**src/rtl/mcpp_pkg.sv**
```systemverilog
// shared types, codes and constants of the max credit process picker
`timescale 1ns / 1ps

package mcpp_pkg;

    localparam int ENTRY_COUNT = 32;

    localparam logic [3:0] FLAG_SLEEP = 4'b0001;
    localparam logic [3:0] FLAG_FREE  = 4'b1000;

    typedef enum logic {
        FUNC_WRITE = 1'b0,
        FUNC_SCHED = 1'b1
    } func_t;

    typedef struct packed {
        logic [3:0]  flags;
        logic [7:0]  credit;
        logic [7:0]  prio;
        logic [31:0] wake;
    } entry_t;

    localparam int ENTRY_W = $bits(entry_t);

    localparam entry_t RESET_ENTRY = '{
        flags:  FLAG_FREE,
        credit: 8'd0,
        prio:   8'd0,
        wake:   32'd0
    };

    typedef struct packed {
        func_t       func;
        logic [4:0]  entry_index;
        logic [3:0]  entry_flags;
        logic [7:0]  entry_credit;
        logic [7:0]  entry_priority;
        logic [31:0] entry_wake;
        logic [31:0] now;
    } req_t;

    typedef struct packed {
        logic [4:0] selected;
        logic       changed;
        logic       refilled;
        logic       none_ready;
    } rsp_t;

    // result of the per-entry unit for one table entry
    typedef struct packed {
        entry_t ent;
        logic   we;
        logic   ready;
        logic   better;
    } unit_res_t;

    typedef enum logic [1:0] {
        ST_IDLE,
        ST_SCAN,
        ST_REFILL,
        ST_FINISH
    } state_t;

endpackage

```
**src/rtl/mcpp_stream_if.sv**
```systemverilog
// valid/ready stream interface carrying one payload
`timescale 1ns / 1ps

interface mcpp_stream_if #(
    parameter type T = logic
);
    logic valid;
    logic ready;
    T     data;

    modport source (
        output valid,
        output data,
        input  ready
    );

    modport sink (
        input  valid,
        input  data,
        output ready
    );
endinterface

```
**src/rtl/max_credit_process_picker.sv**
```systemverilog
// top level of the max credit process picker
// write item: table written on the transfer, result loaded in the finish state once the
//   output register is free; schedule item: a scan walk, plus a second walk when credits
//   are reloaded, then finish; each walk steps through the table ram one entry a cycle
// one item at a time; a finished result may wait in the output register meanwhile
// reset clears entry valid bits at once so every entry reads as a free slot, pick 0
`timescale 1ns / 1ps

module max_credit_process_picker #(
    parameter int NUM_ENTRIES = mcpp_pkg::ENTRY_COUNT
) (
    input  logic                 clk,
    input  logic                 rst_n,
    mcpp_stream_if.sink          req,
    mcpp_stream_if.source        rsp
);

    localparam int IDX_W = $clog2(NUM_ENTRIES);
    localparam int CNT_W = $clog2(NUM_ENTRIES + 1);
    localparam logic [8:0]       NUM_LIMIT = 9'(NUM_ENTRIES);
    localparam logic [CNT_W-1:0] CNT_LAST  = CNT_W'(NUM_ENTRIES);

    mcpp_pkg::state_t state_reg, state_next;

    logic [CNT_W-1:0]       cnt_reg, cnt_next;
    mcpp_pkg::func_t        func_reg, func_next;
    logic [31:0]            now_reg, now_next;
    logic                   best_found_reg, best_found_next;
    logic [IDX_W-1:0]       best_idx_reg, best_idx_next;
    logic [7:0]             best_credit_reg, best_credit_next;
    logic                   refilled_reg, refilled_next;
    logic [4:0]             pick_reg, pick_next;
    logic                   out_valid_reg, out_valid_next;
    mcpp_pkg::rsp_t         out_data_reg, out_data_next;
    logic [NUM_ENTRIES-1:0] valid_reg;
    logic                   rd_valid_reg;

    logic                   ram_we;
    logic [IDX_W-1:0]       ram_waddr;
    logic [IDX_W-1:0]       ram_raddr;
    logic [mcpp_pkg::ENTRY_W-1:0] ram_wdata;
    logic [mcpp_pkg::ENTRY_W-1:0] ram_rdata;

    mcpp_pkg::entry_t       rd_ent;
    mcpp_pkg::unit_res_t    unit_res;
    logic [CNT_W-1:0]       cnt_prev;
    logic [IDX_W-1:0]       proc_idx;
    logic                   proc;
    logic                   last;
    logic                   out_free;
    logic                   idx_in_range;
    logic [4:0]             new_sel;

    assign cnt_prev     = cnt_reg - CNT_W'(1);
    assign proc_idx     = cnt_prev[IDX_W-1:0];
    assign proc         = (cnt_reg != '0);
    assign last         = (cnt_reg == CNT_LAST);
    assign ram_raddr    = cnt_reg[IDX_W-1:0];
    assign out_free     = !out_valid_reg || rsp.ready;
    assign idx_in_range = (9'(req.data.entry_index) < NUM_LIMIT);
    assign new_sel      = 5'(best_idx_reg);

    // never-written entries read as free slots
    assign rd_ent = rd_valid_reg ? mcpp_pkg::entry_t'(ram_rdata) : mcpp_pkg::RESET_ENTRY;

    mcpp_ram #(
        .WIDTH (mcpp_pkg::ENTRY_W),
        .DEPTH (NUM_ENTRIES)
    ) u_table (
        .clk   (clk),
        .we    (ram_we),
        .waddr (ram_waddr),
        .wdata (ram_wdata),
        .raddr (ram_raddr),
        .rdata (ram_rdata)
    );

    mcpp_entry_unit u_unit (
        .ent         (rd_ent),
        .refill      (state_reg == mcpp_pkg::ST_REFILL),
        .now         (now_reg),
        .best_credit (best_credit_reg),
        .res         (unit_res)
    );

    // next state
    always_comb
    begin
        state_next = state_reg;
        unique case (state_reg)
            mcpp_pkg::ST_IDLE:
            begin
                if (req.valid)
                begin
                    state_next = (req.data.func == mcpp_pkg::FUNC_SCHED) ?
                                 mcpp_pkg::ST_SCAN : mcpp_pkg::ST_FINISH;
                end
            end
            mcpp_pkg::ST_SCAN:
            begin
                if (last)
                begin
                    state_next = best_found_next ? mcpp_pkg::ST_FINISH : mcpp_pkg::ST_REFILL;
                end
            end
            mcpp_pkg::ST_REFILL:
            begin
                if (last)
                begin
                    state_next = mcpp_pkg::ST_FINISH;
                end
            end
            mcpp_pkg::ST_FINISH:
            begin
                if (out_free)
                begin
                    state_next = mcpp_pkg::ST_IDLE;
                end
            end
            default:
            begin
                state_next = mcpp_pkg::ST_IDLE;
            end
        endcase
    end

    // outputs: handshake and table write port
    always_comb
    begin
        req.ready = 1'b0;
        ram_we    = 1'b0;
        ram_waddr = proc_idx;
        ram_wdata = unit_res.ent;
        unique case (state_reg)
            mcpp_pkg::ST_IDLE:
            begin
                req.ready = 1'b1;
                ram_waddr = IDX_W'(req.data.entry_index);
                ram_wdata = {req.data.entry_flags, req.data.entry_credit,
                             req.data.entry_priority, req.data.entry_wake};
                if (req.valid && (req.data.func == mcpp_pkg::FUNC_WRITE) && idx_in_range)
                begin
                    ram_we = 1'b1;
                end
            end
            mcpp_pkg::ST_SCAN,
            mcpp_pkg::ST_REFILL:
            begin
                ram_we = proc && unit_res.we;
            end
            mcpp_pkg::ST_FINISH:
            begin
                ram_we = 1'b0;
            end
            default:
            begin
                ram_we = 1'b0;
            end
        endcase
    end

    // datapath
    always_comb
    begin
        cnt_next         = cnt_reg;
        func_next        = func_reg;
        now_next         = now_reg;
        best_found_next  = best_found_reg;
        best_idx_next    = best_idx_reg;
        best_credit_next = best_credit_reg;
        refilled_next    = refilled_reg;
        pick_next        = pick_reg;
        out_data_next    = out_data_reg;
        out_valid_next   = out_valid_reg && !rsp.ready;

        unique case (state_reg)
            mcpp_pkg::ST_IDLE:
            begin
                if (req.valid)
                begin
                    func_next        = req.data.func;
                    now_next         = req.data.now;
                    cnt_next         = '0;
                    best_found_next  = 1'b0;
                    best_credit_next = 8'd0;
                    refilled_next    = 1'b0;
                end
            end
            mcpp_pkg::ST_SCAN,
            mcpp_pkg::ST_REFILL:
            begin
                if (proc && unit_res.better)
                begin
                    best_found_next  = 1'b1;
                    best_idx_next    = proc_idx;
                    best_credit_next = unit_res.ent.credit;
                end
                if (proc && unit_res.ready && (state_reg == mcpp_pkg::ST_REFILL))
                begin
                    refilled_next = 1'b1;
                end
                cnt_next = last ? '0 : cnt_reg + CNT_W'(1);
            end
            mcpp_pkg::ST_FINISH:
            begin
                if (out_free)
                begin
                    out_valid_next = 1'b1;
                    out_data_next.selected   = pick_reg;
                    out_data_next.changed    = 1'b0;
                    out_data_next.refilled   = 1'b0;
                    out_data_next.none_ready = 1'b0;
                    if (func_reg == mcpp_pkg::FUNC_SCHED)
                    begin
                        out_data_next.refilled = refilled_reg;
                        if (best_found_reg)
                        begin
                            pick_next              = new_sel;
                            out_data_next.selected = new_sel;
                            out_data_next.changed  = (new_sel != pick_reg);
                        end
                        else
                        begin
                            out_data_next.none_ready = 1'b1;
                        end
                    end
                end
            end
            default:
            begin
                cnt_next = '0;
            end
        endcase
    end

    always_ff @(posedge clk or negedge rst_n)
    begin
        if (!rst_n)
        begin
            state_reg      <= mcpp_pkg::ST_IDLE;
            cnt_reg        <= '0;
            func_reg       <= mcpp_pkg::FUNC_WRITE;
            best_found_reg <= 1'b0;
            refilled_reg   <= 1'b0;
            pick_reg       <= 5'd0;
            out_valid_reg  <= 1'b0;
            valid_reg      <= '0;
            rd_valid_reg   <= 1'b0;
        end
        else
        begin
            state_reg      <= state_next;
            cnt_reg        <= cnt_next;
            func_reg       <= func_next;
            best_found_reg <= best_found_next;
            refilled_reg   <= refilled_next;
            pick_reg       <= pick_next;
            out_valid_reg  <= out_valid_next;
            rd_valid_reg   <= valid_reg[ram_raddr];
            if (ram_we)
            begin
                valid_reg[ram_waddr] <= 1'b1;
            end
        end
    end

    always_ff @(posedge clk)
    begin
        now_reg         <= now_next;
        best_idx_reg    <= best_idx_next;
        best_credit_reg <= best_credit_next;
        out_data_reg    <= out_data_next;
    end

    assign rsp.valid = out_valid_reg;
    assign rsp.data  = out_data_reg;

    // a kept pick never reports a change
    a_none_ready_unchanged: assert property (@(posedge clk) disable iff (!rst_n)
        rsp.valid && rsp.data.none_ready |-> !rsp.data.changed)
        else $error("none_ready result reports a changed pick");

    // a schedule transfer makes the block busy for the walk
    a_sched_busy: assert property (@(posedge clk) disable iff (!rst_n)
        req.valid && req.ready && (req.data.func == mcpp_pkg::FUNC_SCHED) |=> !req.ready)
        else $error("ready high right after a schedule transfer");

    // write items never report a reload
    a_write_no_refill: assert property (@(posedge clk) disable iff (!rst_n)
        $rose(rsp.valid) && (func_reg == mcpp_pkg::FUNC_WRITE) |-> !rsp.data.refilled)
        else $error("write item result reports a reload");

    // the walk counter stays within the table plus the drain step
    a_cnt_range: assert property (@(posedge clk) disable iff (!rst_n)
        cnt_reg <= CNT_LAST)
        else $error("walk counter past the table");

endmodule

```
**src/rtl/mcpp_ram.sv**
```systemverilog
// generic single write port ram with registered read
`timescale 1ns / 1ps

module mcpp_ram #(
    parameter int WIDTH = 8,
    parameter int DEPTH = 32,
    localparam int AW   = (DEPTH > 1) ? $clog2(DEPTH) : 1
) (
    input  logic             clk,
    input  logic             we,
    input  logic [AW-1:0]    waddr,
    input  logic [WIDTH-1:0] wdata,
    input  logic [AW-1:0]    raddr,
    output logic [WIDTH-1:0] rdata
);

    logic [WIDTH-1:0] mem [DEPTH];

    always_ff @(posedge clk)
    begin
        if (we)
        begin
            mem[waddr] <= wdata;
        end
        rdata <= mem[raddr];
    end

endmodule

```
**src/rtl/mcpp_entry_unit.sv**
```systemverilog
// shared per-entry unit: wake check, refill and credit compare for one entry
`timescale 1ns / 1ps

module mcpp_entry_unit (
    input  mcpp_pkg::entry_t    ent,
    input  logic                refill,
    input  logic [31:0]         now,
    input  logic [7:0]          best_credit,
    output mcpp_pkg::unit_res_t res
);

    logic       wake_hit;

    assign wake_hit = ((ent.flags & mcpp_pkg::FLAG_SLEEP) != 4'd0) && (ent.wake <= now);

    always_comb
    begin
        res.ent = ent;
        res.we  = 1'b0;
        if (refill)
        begin
            if (ent.flags == 4'd0)
            begin
                res.ent.credit = ent.prio;
                res.we         = 1'b1;
            end
        end
        else if (wake_hit)
        begin
            res.ent.flags = ent.flags & ~mcpp_pkg::FLAG_SLEEP;
            res.ent.wake  = 32'd0;
            res.we        = 1'b1;
        end
        // one comparator serves both passes
        res.ready  = (res.ent.flags == 4'd0);
        res.better = res.ready && (res.ent.credit > best_credit);
    end

endmodule

```
**src/flat_wrapper.sv**
```systemverilog
// flat-port wrapper written by rule: the top's interface ports become plain ports
module max_credit_process_picker_flat 
#(
    parameter int NUM_ENTRIES = mcpp_pkg::ENTRY_COUNT
)
  (clk, rst_n, req_valid, req_data, req_ready, rsp_valid, rsp_data, rsp_ready);
  mcpp_stream_if #(.T(mcpp_pkg::req_t)) req_i ();
  mcpp_stream_if #(.T(mcpp_pkg::rsp_t)) rsp_i ();
  input  logic clk;
  input  logic rst_n;
  input wire logic [$bits(req_i.valid)-1:0] req_valid;
  input wire logic [$bits(req_i.data)-1:0] req_data;
  output wire logic [$bits(req_i.ready)-1:0] req_ready;
  output wire logic [$bits(rsp_i.valid)-1:0] rsp_valid;
  output wire logic [$bits(rsp_i.data)-1:0] rsp_data;
  input wire logic [$bits(rsp_i.ready)-1:0] rsp_ready;
  assign req_i.valid = req_valid;
  assign req_i.data = req_data;
  assign req_ready = req_i.ready;
  assign rsp_valid = rsp_i.valid;
  assign rsp_data = rsp_i.data;
  assign rsp_i.ready = rsp_ready;
  max_credit_process_picker #(.NUM_ENTRIES(NUM_ENTRIES)) u_core (.clk(clk), .rst_n(rst_n), .req(req_i), .rsp(rsp_i));
endmodule
```
**config.mk**
```make
export PLATFORM = sky130hd
export DESIGN_NAME = max_credit_process_picker_flat
export DESIGN_NICKNAME = d
export VERILOG_FILES = /design/src/rtl/mcpp_pkg.sv /design/src/rtl/mcpp_stream_if.sv /design/src/rtl/max_credit_process_picker.sv /design/src/rtl/mcpp_ram.sv /design/src/rtl/mcpp_entry_unit.sv /design/src/flat_wrapper.sv
export SDC_FILE = /design/constraint.sdc
export NUM_CORES = 2
export LEC_CHECK = 0
export ABC_AREA = 0
export BUFFER_PORTS_ARGS = -buffer_cell sky130_fd_sc_hd__buf_2
export CAP_MARGIN = 30
export CORE_ASPECT_RATIO = 1.2
export CORE_MARGIN = 3
export CORE_UTILIZATION = 41
export DETAILED_ROUTE_END_ITERATION = 10
export HOLD_SLACK_MARGIN = 0.08
export PLACE_DENSITY_LB_ADDON = 0.1
export SYNTH_ARGS = -nofsm -noshare
export SYNTH_HDL_FRONTEND = slang
export SYNTH_SLANG_ARGS = --single-unit
```
**constraint.sdc**
```tcl
create_clock -name clk -period 6.6 [get_ports clk]
set_input_delay 0.33 -clock clk [delete_from_list [all_inputs] [get_ports clk]]
set_output_delay 0.33 -clock clk [all_outputs]
set_load 0.02 [all_outputs]
```
==> results.cfg <==
[layout]
nFillCells = 13600
design_area_um2 = 81700
layoutNonFillerInstCount = 5780
largest_register_ff_count = 1664
post_route_cells_drive_above_1_share_pct = 32.9
finish.net_count = 3521
layout_top_registers = u_core.u_table.mem x1664, u_core.u_table.rdata x52
area.growth.synth_to_final_pct = 16.2
registers.top_by_ff_count = u_core.u_table.mem
antenna_cells = 0

[worst_setup_path]
timing.critical_path.slowest_stage_cell = sky130_fd_sc_hd__a21oi_1
crit_fanout = 33
critPathMostFrequentCell = sky130_fd_sc_hd__a21oi_1
endpoint_required_time_on_the_critical_path_ns = 7.03
criticalPathCategory = reg -> reg
crit_arrival_ns = 6.19
critPathMaxStageDelay_ns = 0.80
worstRegToRegCells = 14
critical_path_depth = 14
start_kind = register
worstPathCellList = buf_4 -> nor4b_1 -> buf_2 -> nand3_1 -> buf_16 -> mux2_2 -> nand2_1 -> ha_1 -> nor2b_1 -> o211ai_1 -> a21oi_1 -> o31ai_1 -> o21bai_1 -> a21oi_1
critPathTopFamily = compound AO/OA/AOI/OAI gates
number_of_buffers_and_inverters_on_the_critical_path = 3
crit_path_end_kind = register

[placement]
numPlacedInstances = 5383
dpl_cell_area_um2 = 75000
hpwlAfterDp_um = 109000
port-buffer-count = 103
routabilityCongestion = 0.783

[sta]
period_minus_slack_ns = 5.76
setup_violations = 0
worst_setup_skew_after_layout_ns = 0.0391
timing.max_slew.rel_slack_pct = 30.3
period_share_pct = 87.3
endpoints_failing_hold = 0
slew_viol_final = 0
rsz0062_at_grt = no
timing_worst_slew_pin_value_ns = 1.05
fmaxAchievable_mhz = 174

[grt]
grt_remaining_overflow = 0
grt.met1_usage_pct = 31.0
grt.total_usage_pct = 21.2
first_global_vias = 34945
grt_use_met2_pct = 33.5
grt_most_used_layer = met2
global_route_wire_length_before_repair_um = 265000
antenna_violations_before_repair = 5
grtUsageMet3_pct = 3.81
grt_max_degree = 105

[logic_synthesis]
synth-warning-count = 0
post_syn_area_per_cell_um2 = 23.1
dominant_combinational_cell_family_by_area_after_synthesis = multiplexers
synth_sequential_area_ratio_pct = 76.6
synthSimpleGateAreaFrac_pct = 1.50
yosys_most_used_dff = sky130_fd_sc_hd__edfxtp_1
yosys.area_share.adder_pct = 0.836
synth_xor_xnor_area_share_pct = 0.162
number_of_synthesized_flops_with_an_enable_pin = 1717
syn_area_um2 = 70300
async_flop_share_pct = 2.75
synth.distinct_cells = 55
post_synth_mux_area_share_pct = 18.3
number_of_flip_flops_and_latches_in_the_synthesized_netlist = 1819
syn_inst = 3045
synth_compound_gate_area_share_pct = 1.37
syn_nets = 3186

[power_and_ir_drop]
max-vdd-ir-drop_uv = 352
power.clock.fraction_pct = 30.0
share_seq_of_total_power_pct = 44.1
power-per-cell-area_nw_per_um2 = 417
power_leakage_nw = 26.1
net-switching-power_mw = 9.71
netSwitchingFraction_pct = 28.5
combPwrFrac_pct = 25.9
intPower_mw = 24.4

[outcome]
run_status = complete, no violations

[cts]
htree_levels = 4
cts_post_setup_buffers_inserted = 0
clock_tree.root_cell = sky130_fd_sc_hd__clkbuf_16
worst_setup_hold_path_clk_slew_ns = 0.06
holdBufCountCts = 50
postCtsResizedCells = 0
cts_made_buffers = 181
cts_sinks = 1819
cts-root-to-sink-buffers = 3
worst_skew_pair.late_latency_ns = 0.82
cts_tree = built

[route]
vias_per_cell = 5.77
num_vias = 33377
drt_iter0_drc = 3199
detail_route.drc_violations = 0
drtPass1Iterations = 5
drtAntennaViolNets = 0
routed_len_inst_um = 32.1
wire_length_reported_by_the_detailed_router_um = 186000

[die]
die_w_um = 384
floorplan.io_pins = 104
die-height_um = 460
placementRows = 165
die_area_um2 = 177000
placeableCoreArea_um2 = 169000
initial_core_util_pct = 41.5

[min_path]
hp-class = in -> reg
worstHoldPathCells = 2

[job]
timing.max_cap.violations = 0
-- power by group through the flow --
stage          registers, mW  logic, mW  clock network (mW)
2_1_floorplan           15.0       5.80                   0
3_3_place_gp            15.3       8.34                   0
3_5_place_dp            15.3       8.77                   0
4_1_cts                 15.1       8.83                10.5
5_1_grt                 15.1       9.49                10.9
6_report                15.0       8.83                10.2
-- logic make-up after synthesis --
| family | Yosys count |
|---|---|
| adders and majority gates | 47 |
| muxes | 615 |
| DFF | 1819 |
| xor gates and xnor gates | 13 |
| AOI/OAI and AO/OA | 133 |
| buffers and inverters | 201 |
| and+or+nand+nor | 217 |
-- metal layers --
metal  routed length [um]  up-vias
met3                11300      253
li1                     -    13562
met4                 3810        2
met1                82100    18432
met5                   12        -
met2                88500     1128
-- synth_stat cells (all sizes together) (2+ instances only) --
library cell	count	area, um^2
a21o	2	15.0
a21oi	22	114
a221oi	2	17.5
a22o	34	298
a31o	3	26.3
and2	42	263
buf	78	400
clkbuf	72	270
dfrtp	50	1250
dfxtp	52	1040
edfxtp	1717	51600
ha	47	588
inv	50	188
mux2	75	845
mux2i	10	100
mux4	530	11900
nand2	71	267
nand2b	3	18.8
nand3	8	40.0
nand4	13	81.3
nor2	50	188
nor2b	12	75.1
nor3	5	30.0
nor4	3	18.8
o211ai	4	30.0
o21a	2	15.0
o21ai	17	85.1
o21bai	33	248
o22ai	2	12.5
o31ai	4	30.0
o32ai	2	17.5
or2	3	18.8
xnor2	4	35.0
xor2	9	78.8
-- cell usage in the layout (no fill, tap or decap), types with 34 or more instances in the layout --
cell / netlist / routed
sky130_fd_sc_hd__dlygate4sd3_1: 0 / 54
sky130_fd_sc_hd__and2_1: 42 / 42
sky130_fd_sc_hd__clkbuf_16: 0 / 190
sky130_fd_sc_hd__mux4_2: 530 / 530
sky130_fd_sc_hd__dfrtp_1: 50 / 44
sky130_fd_sc_hd__edfxtp_1: 1717 / 1717
sky130_fd_sc_hd__ha_1: 47 / 46
sky130_fd_sc_hd__inv_1: 50 / 49
sky130_fd_sc_hd__clkbuf_1: 72 / 47
sky130_fd_sc_hd__nand2_1: 71 / 71
sky130_fd_sc_hd__buf_4: 1 / 84
sky130_fd_sc_hd__mux2_2: 75 / 75
sky130_fd_sc_hd__a22o_1: 34 / 34
sky130_fd_sc_hd__buf_2: 53 / 104
sky130_fd_sc_hd__dfxtp_1: 52 / 52
-- per-stage QoR --
step | util, % | TNS [ns] | setup slack (ns) | power (mW) | hold WS [ns]
3_3_place_gp | 43.7 | -122.68 | -0.565 | 23.6 | 0.455
2_1_floorplan | - | 0 | 1.52 | 20.8 | 0.0344
6_report | 48.2 | 0 | 0.840 | 34.1 | 0.124
3_5_place_dp | 44.2 | 0 | 0.835 | 24.1 | 0.459
5_1_grt | 48.2 | 0 | 0.627 | 35.5 | 0.0859
4_1_cts | 48.0 | 0 | 0.855 | 34.4 | 0.0852
-- final timing paths --
| kind | endpoint | slack, ns | start |
|---|---|---|---|
| min in group asynchronous | u_core.pick_reg[2] | 0.18 | rst_n |
| hold reg to reg | u_core.valid_reg[10] | 0.48 | u_core.valid_reg[10] |
| max in group asynchronous | u_core.cnt_reg[2] | 5.84 | rst_n |
| setup reg to reg | u_core.best_credit_reg[1] | 0.84 | u_core.rd_valid_reg |
| hold / removal | u_core.u_table.mem[15][7] | 0.12 | req_data[39] |
| setup / recovery | u_core.best_credit_reg[1] | 0.84 | u_core.rd_valid_reg |
-- area by class of cell --
| type | count | area, um^2 | area share (%) |
|---|---|---|---|
| flip-flops and latches | 1819 | 53900 | 65.9 |
| well taps | 2254 | 2820 | 3.45 |
| multi-input cells | 1025 | 15900 | 19.4 |
| inverters | 51 | 191 | 0.234 |
| clock inverters | 92 | 988 | 1.21 |
| clock buffers | 237 | 4870 | 5.97 |
| repair buffers | 302 | 3080 | 3.77 |
Note: power is estimated with default switching activity, not from simulation.
